## config.mk

```make
export PLATFORM = sky130hd
export DESIGN_NAME = qarm_div
export DESIGN_NICKNAME = d
export VERILOG_FILES = /design/src/design/qarm_pkg.sv /design/src/design/qarm_div.sv
export SDC_FILE = /design/constraint.sdc
export NUM_CORES = 2
export LEC_CHECK = 0
export CORE_MARGIN = 4
export CORE_UTILIZATION = 30
export DETAILED_ROUTE_END_ITERATION = 10
export DONT_BUFFER_PORTS = 1
export PLACE_DENSITY = 0.51
export SETUP_SLACK_MARGIN = 0.02
export SYNTH_ARGS = -nofsm -noshare
export SYNTH_HDL_FRONTEND = slang
export SYNTH_SLANG_ARGS = --single-unit
export TNS_END_PERCENT = 100
```

## constraint.sdc

```tcl
create_clock -name i_clk -period 8.2 [get_ports i_clk]
set_clock_uncertainty 0.05 [all_clocks]
set_input_delay 0.41 -clock i_clk [delete_from_list [all_inputs] [get_ports i_clk]]
set_output_delay 0.41 -clock i_clk [all_outputs]
set_load 0.03 [all_outputs]
```

## src/design/qarm_pkg.sv

```systemverilog
// shared constants, register indexes and helper functions for the quad attitude rate mixer
// used by qarm_div and quad_attitude_rate_mixer_core; depends on nothing
`default_nettype none

package qarm_pkg;

    // default fixed point fraction width
    localparam int FRAC_BITS_DEF = 16;

    // configuration port
    localparam int CFG_IDX_W  = 8;
    localparam int CFG_DATA_W = 32;
    localparam int GAIN_W     = 31;

    localparam logic [CFG_IDX_W-1:0] REG_BANK_GAIN    = 8'd0;
    localparam logic [CFG_IDX_W-1:0] REG_HEADING_GAIN = 8'd1;
    localparam logic [CFG_IDX_W-1:0] REG_MGAIN_X      = 8'd2;
    localparam logic [CFG_IDX_W-1:0] REG_MGAIN_Y      = 8'd3;
    localparam logic [CFG_IDX_W-1:0] REG_MGAIN_Z      = 8'd4;
    localparam logic [CFG_IDX_W-1:0] REG_INV_MASS     = 8'd5;
    localparam logic [CFG_IDX_W-1:0] REG_ARM_SCALE    = 8'd6;
    localparam logic [CFG_IDX_W-1:0] REG_DRAG_SCALE   = 8'd7;

    localparam logic [GAIN_W-1:0] GAIN_RST_ZERO = 31'd0;
    localparam logic [GAIN_W-1:0] GAIN_RST_ONE  = 31'd65536;

    // pipelined divider: quotient bits retired per stage
    localparam int DIV_STEP   = 2;
    localparam int DIV_STAGES = 32 / DIV_STEP;
    localparam int DIV_LAT    = DIV_STAGES + 2;

    // heading cordic
    localparam int    CORDIC_ITERS = 24;
    localparam longint HALF_PI_Q30 = 64'sd1686629713;
    localparam longint TWO_PI_Q30  = 64'sd6746518852;

    function automatic logic signed [31:0] f_sat32(input logic signed [63:0] v);
        if (v > 64'sh0000_0000_7FFF_FFFF) begin
            return 32'sh7FFF_FFFF;
        end else if (v < -64'sh0000_0000_8000_0000) begin
            return 32'sh8000_0000;
        end
        return v[31:0];
    endfunction

    // round a q30 angle to the working fraction width
    function automatic longint f_q30_to_frac(input longint v, input int frac);
        return (v + (longint'(1) <<< (29 - frac))) >>> (30 - frac);
    endfunction

    // arctangent of 2^-i in q30
    function automatic longint f_atan_q30(input int i);
        unique case (i)
            0:       return 64'sd843314857;
            1:       return 64'sd497837829;
            2:       return 64'sd263043837;
            3:       return 64'sd133525159;
            4:       return 64'sd67021687;
            5:       return 64'sd33543516;
            6:       return 64'sd16775851;
            7:       return 64'sd8388437;
            8:       return 64'sd4194283;
            9:       return 64'sd2097149;
            10:      return 64'sd1048576;
            default: return longint'(1) <<< (30 - i);
        endcase
    endfunction

endpackage

`default_nettype wire

```

## src/design/qarm_div.sv

```systemverilog
// pipelined signed fixed point divider, (num * 2^frac) / den, truncated and saturated
// restoring division, DIV_STEP quotient bits per stage; depends on qarm_pkg
`default_nettype none

module qarm_div #(
    parameter int FRAC_BITS = qarm_pkg::FRAC_BITS_DEF
) (
    input  logic               i_clk,
    input  logic signed [31:0] i_num,
    input  logic signed [31:0] i_den,
    output logic signed [31:0] o_quo
);
    import qarm_pkg::*;

    localparam int HI_SHIFT = 32 - FRAC_BITS;

    typedef struct packed {
        logic [32:0] rem;
        logic [31:0] low;
        logic [31:0] quo;
    } t_div_acc;

    t_div_acc    r_acc [0:DIV_STAGES];
    logic [31:0] r_den [0:DIV_STAGES];
    logic        r_neg [0:DIV_STAGES];
    logic        r_ovf [0:DIV_STAGES];
    logic        r_dz  [0:DIV_STAGES];
    logic signed [31:0] r_out;

    logic [32:0] n_num_mag;
    logic [32:0] n_den_mag;
    logic [31:0] n_hi;

    function automatic t_div_acc f_step(input t_div_acc a, input logic [31:0] d);
        t_div_acc    t;
        logic [32:0] r;
        t = a;
        for (int u = 0; u < DIV_STEP; u++) begin
            r     = {t.rem[31:0], t.low[31]};
            t.low = {t.low[30:0], 1'b0};
            if (r >= {1'b0, d}) begin
                r     = r - {1'b0, d};
                t.quo = {t.quo[30:0], 1'b1};
            end else begin
                t.quo = {t.quo[30:0], 1'b0};
            end
            t.rem = r;
        end
        return t;
    endfunction

    // magnitudes, high part of the shifted dividend
    always_comb begin
        n_num_mag = i_num[31] ? (33'd0 - 33'(i_num)) : 33'(i_num);
        n_den_mag = i_den[31] ? (33'd0 - 33'(i_den)) : 33'(i_den);
        n_hi      = n_num_mag[31:0] >> HI_SHIFT;
    end

    always_ff @(posedge i_clk) begin
        r_acc[0].rem <= {1'b0, n_hi};
        r_acc[0].low <= n_num_mag[31:0] << FRAC_BITS;
        r_acc[0].quo <= '0;
        r_den[0]     <= n_den_mag[31:0];
        r_neg[0]     <= i_num[31] ^ i_den[31];
        // quotient needs more than 32 bits
        r_ovf[0]     <= (n_hi >= n_den_mag[31:0]);
        r_dz[0]      <= (i_den == '0);
    end

    for (genvar g = 0; g < DIV_STAGES; g++) begin : g_stage
        always_ff @(posedge i_clk) begin
            r_acc[g+1] <= f_step(r_acc[g], r_den[g]);
            r_den[g+1] <= r_den[g];
            r_neg[g+1] <= r_neg[g];
            r_ovf[g+1] <= r_ovf[g];
            r_dz[g+1]  <= r_dz[g];
        end
    end

    // zero divisor, sign and saturation
    always_ff @(posedge i_clk) begin
        if (r_dz[DIV_STAGES]) begin
            r_out <= '0;
        end else if (r_ovf[DIV_STAGES]) begin
            r_out <= r_neg[DIV_STAGES] ? 32'sh8000_0000 : 32'sh7FFF_FFFF;
        end else if (r_neg[DIV_STAGES]) begin
            if (r_acc[DIV_STAGES].quo > 32'h8000_0000) begin
                r_out <= 32'sh8000_0000;
            end else begin
                r_out <= 32'(33'd0 - {1'b0, r_acc[DIV_STAGES].quo});
            end
        end else begin
            r_out <= r_acc[DIV_STAGES].quo[31] ? 32'sh7FFF_FFFF
                                               : $signed(r_acc[DIV_STAGES].quo);
        end
    end

    assign o_quo = r_out;

endmodule

`default_nettype wire

```

==> metrics.txt <==
run status finished, final reports clean; Die Span X 565 µm; gp weighted congestion 0.916; HPWL Detailed 222 mm; Core ar. 0.309 mm²; worst endpoint required time 8.84 ns; startpoint types register; Mapped Nets 11738; number of standard cells in the layout, taps in and fillers out 14978; DRC 0; Tcrit/Tclk final 92.5%; initial core utilization 30.1%; top post-synthesis cells by area dfxtp_1 (31%), ha_1 (14%), mux2_2 (6.9%); WL met3 11.0 mm; synth warn 0; CTS tree done; net count reported at finish 11842; number of global-route vias before repair 71681; #FFs+latches synth 1435; Mapped Cells 10629; H-tree levels 4; worst-skew pair later-pin latency 0.82 ns; chip height 565 µm; CTS Buffer Depth 4; placed cell area 0.0979 mm²; Syn Std Cell Area 0.0932 mm²; row count 204; area grow syn2layout 12.4%; Max-cap violations 0; count of filler cells inserted in the layout 32227; root buffer cell clkbuf_16; most frequent cells in the layout dfxtp_1 (1435), ha_1 (1020), a21oi_1 (934), inv_1 (857), nand2_1 (651); Max-slew headroom 24.3%; clock slew at reported path FFs 0.07 ns; Routed WL 273 mm; initial antenna violation count 8; CTS Sinks 1435; post-synth top area cell dfxtp_1; Syn Area/Cell 8.77 µm²; worst-path maximum fanout 35; most common cell after layout, fill and taps aside dfxtp_1; RSZ-0062 raised after global routing false; Port Buffers 0; setup violators final 0; Final Cell Area 0.105 mm²; DR iter-0 viols 4986; Setup crit end kind register; EDFF count, synth 0; Vias per Instance 5.02; DIE AREA 0.320 mm²; gr usage total 16.4%; pin count of the biggest net entering global routing 51; worst-margin pin slew 1.11 ns; Cell variety after synth 118; total global routing overflow 0; Pre-antenna DRT Iters 5; Period minus WS final 7.58 ns; Hold Path Class in -> reg; Detail Route Antenna Nets 0; vias post-DR 75156; DR WL met2 121 mm; Hold Fails Final Rpt 0; routed wire length per instance 18.2 µm; Max Freq 0.132 GHz; number of I/O pins 97; Arr. time, crit path 8.22 ns; metal1 wirelength 134 mm; Final TNS setup 0 ns; post-synth top area share 30.8%; Placed Cells 14570; top sig layer met5; Slew Viols, Final 0; ys async rst share 0%; dominant synthesized flop cell dfxtp_1; flop-to-flop setup slack 0.62 ns; TritonCTS buffer count 167; share of cells above drive strength 1 9.88%; Crit Path Class reg -> reg; register area share after synthesis 30.8%; first-pass GRT wire length 419 mm
==> routing by layer <==
layer  track usage [%]  vias up
met4              3.90        6
met1              23.2    35053
li1                  -    38430
met5                 0        -
met3              2.03      326
met2              26.4     1341
==> worst max-delay path, cell delays in order (launching register included) <==
cell and delay (ns):
dfxtp_1 0.56, inv_1 0.16, ha_1 0.32, nor2b_1 0.14, o21a_1 0.19, o21ai_1 0.19, a21oi_1 0.18, a2111oi_4 0.50
nor4_2 0.14, o31ai_4 0.29, a31oi_4 0.24, nor2_4 0.28, inv_4 0.25, mux2_1 0.42, ha_1 0.35, a21o_1 0.21
a21o_1 0.21, a21oi_1 0.30, o21bai_1 0.09, a2111oi_0 0.66, o21ai_0 0.27, o31ai_1 0.47, o21a_1 0.22, o31ai_4 0.07
buf_4 0.31, mux2_2 0.36
==> kinds of logic (layout without fill, tap and decap cells) <==
group | Yosys count | count (layout) | synth area share [%]
simple gates | 2439 | 2439 | 12.8
compound gates | 3081 | 3081 | 21.5
mux | 664 | 664 | 7.95
xor+xnor | 863 | 863 | 8.11
flops | 1435 | 1435 | 30.8
other cells | 0 | 2 | 0
buf+inv | 1103 | 1330 | 4.65
fa+ha+maj | 1044 | 1044 | 14.2
==> area by class of cell <==
cell class,instances,area [µm²],area share [%]
antenna,2,5.00,0.00478
tap,4120,5150,4.92
clock inverter,73,1020,0.975
clock buffer,219,4680,4.47
inverter,865,3250,3.10
timing repair buffer,173,1660,1.58
multi-input combinational,8091,60300,57.5
sequential,1435,28700,27.4
==> timing repair <==
action / in CTS / in global routing
hold buffers: 114 / 0
endpoints found under the setup margin: 0 / 29
buffers inserted: 0 / 0
endpoints found under the hold margin: 66 / 0
resized for setup: 0 / 2
==> registers in the layout (all words and copies together) (netlist names) <==
register and count:
o_quo 32, r_acc 840, r_den 512, r_dz 17
r_neg 17, r_ovf 17
==> synthesized netlist by cell type (89+ instances only) <==
master    count
a21o_1      497
a21oi_1     935
a31oi_1     109
and3_1      101
clkbuf_1    146
dfxtp_1    1435
ha_1       1020
inv_1       857
mux2_2      568
nand2_1     652
nand2b_1    122
nand3_1     200
nand4_1     153
nor2_1      642
nor2b_1      89
nor3_1      136
o21a_1      130
o21ai_0     593
o21bai_1    152
xnor2_1     614
xor2_1      249
==> through the flow <==
step                      hold slack [ns]  worst slack (ns)  utilization, %
after CTS                         0.00400             0.423            33.9
after global routing               0.0541            0.0955            33.9
after global placement              0.260             0.488            31.7
after detailed placement            0.262             0.479            31.7
after floorplan                     0.260              2.23               -
final                              0.0844             0.617            33.9
==> path summary, 6_finish.rpt <==
kind | startpoint | to | cells after the start
setup reg to reg | r_den[0][353] | r_acc[12][74] | 25
setup / recovery | r_den[0][353] | r_acc[12][74] | 25
hold reg to reg | r_acc[10][18] | r_acc[11][20] | 0
hold / removal | i_den[23] | r_den[0][24] | 4
Power is left out: the tool's default activity adds up to more than one toggle a clock period on the data nets, which glitch-free logic cannot reach.
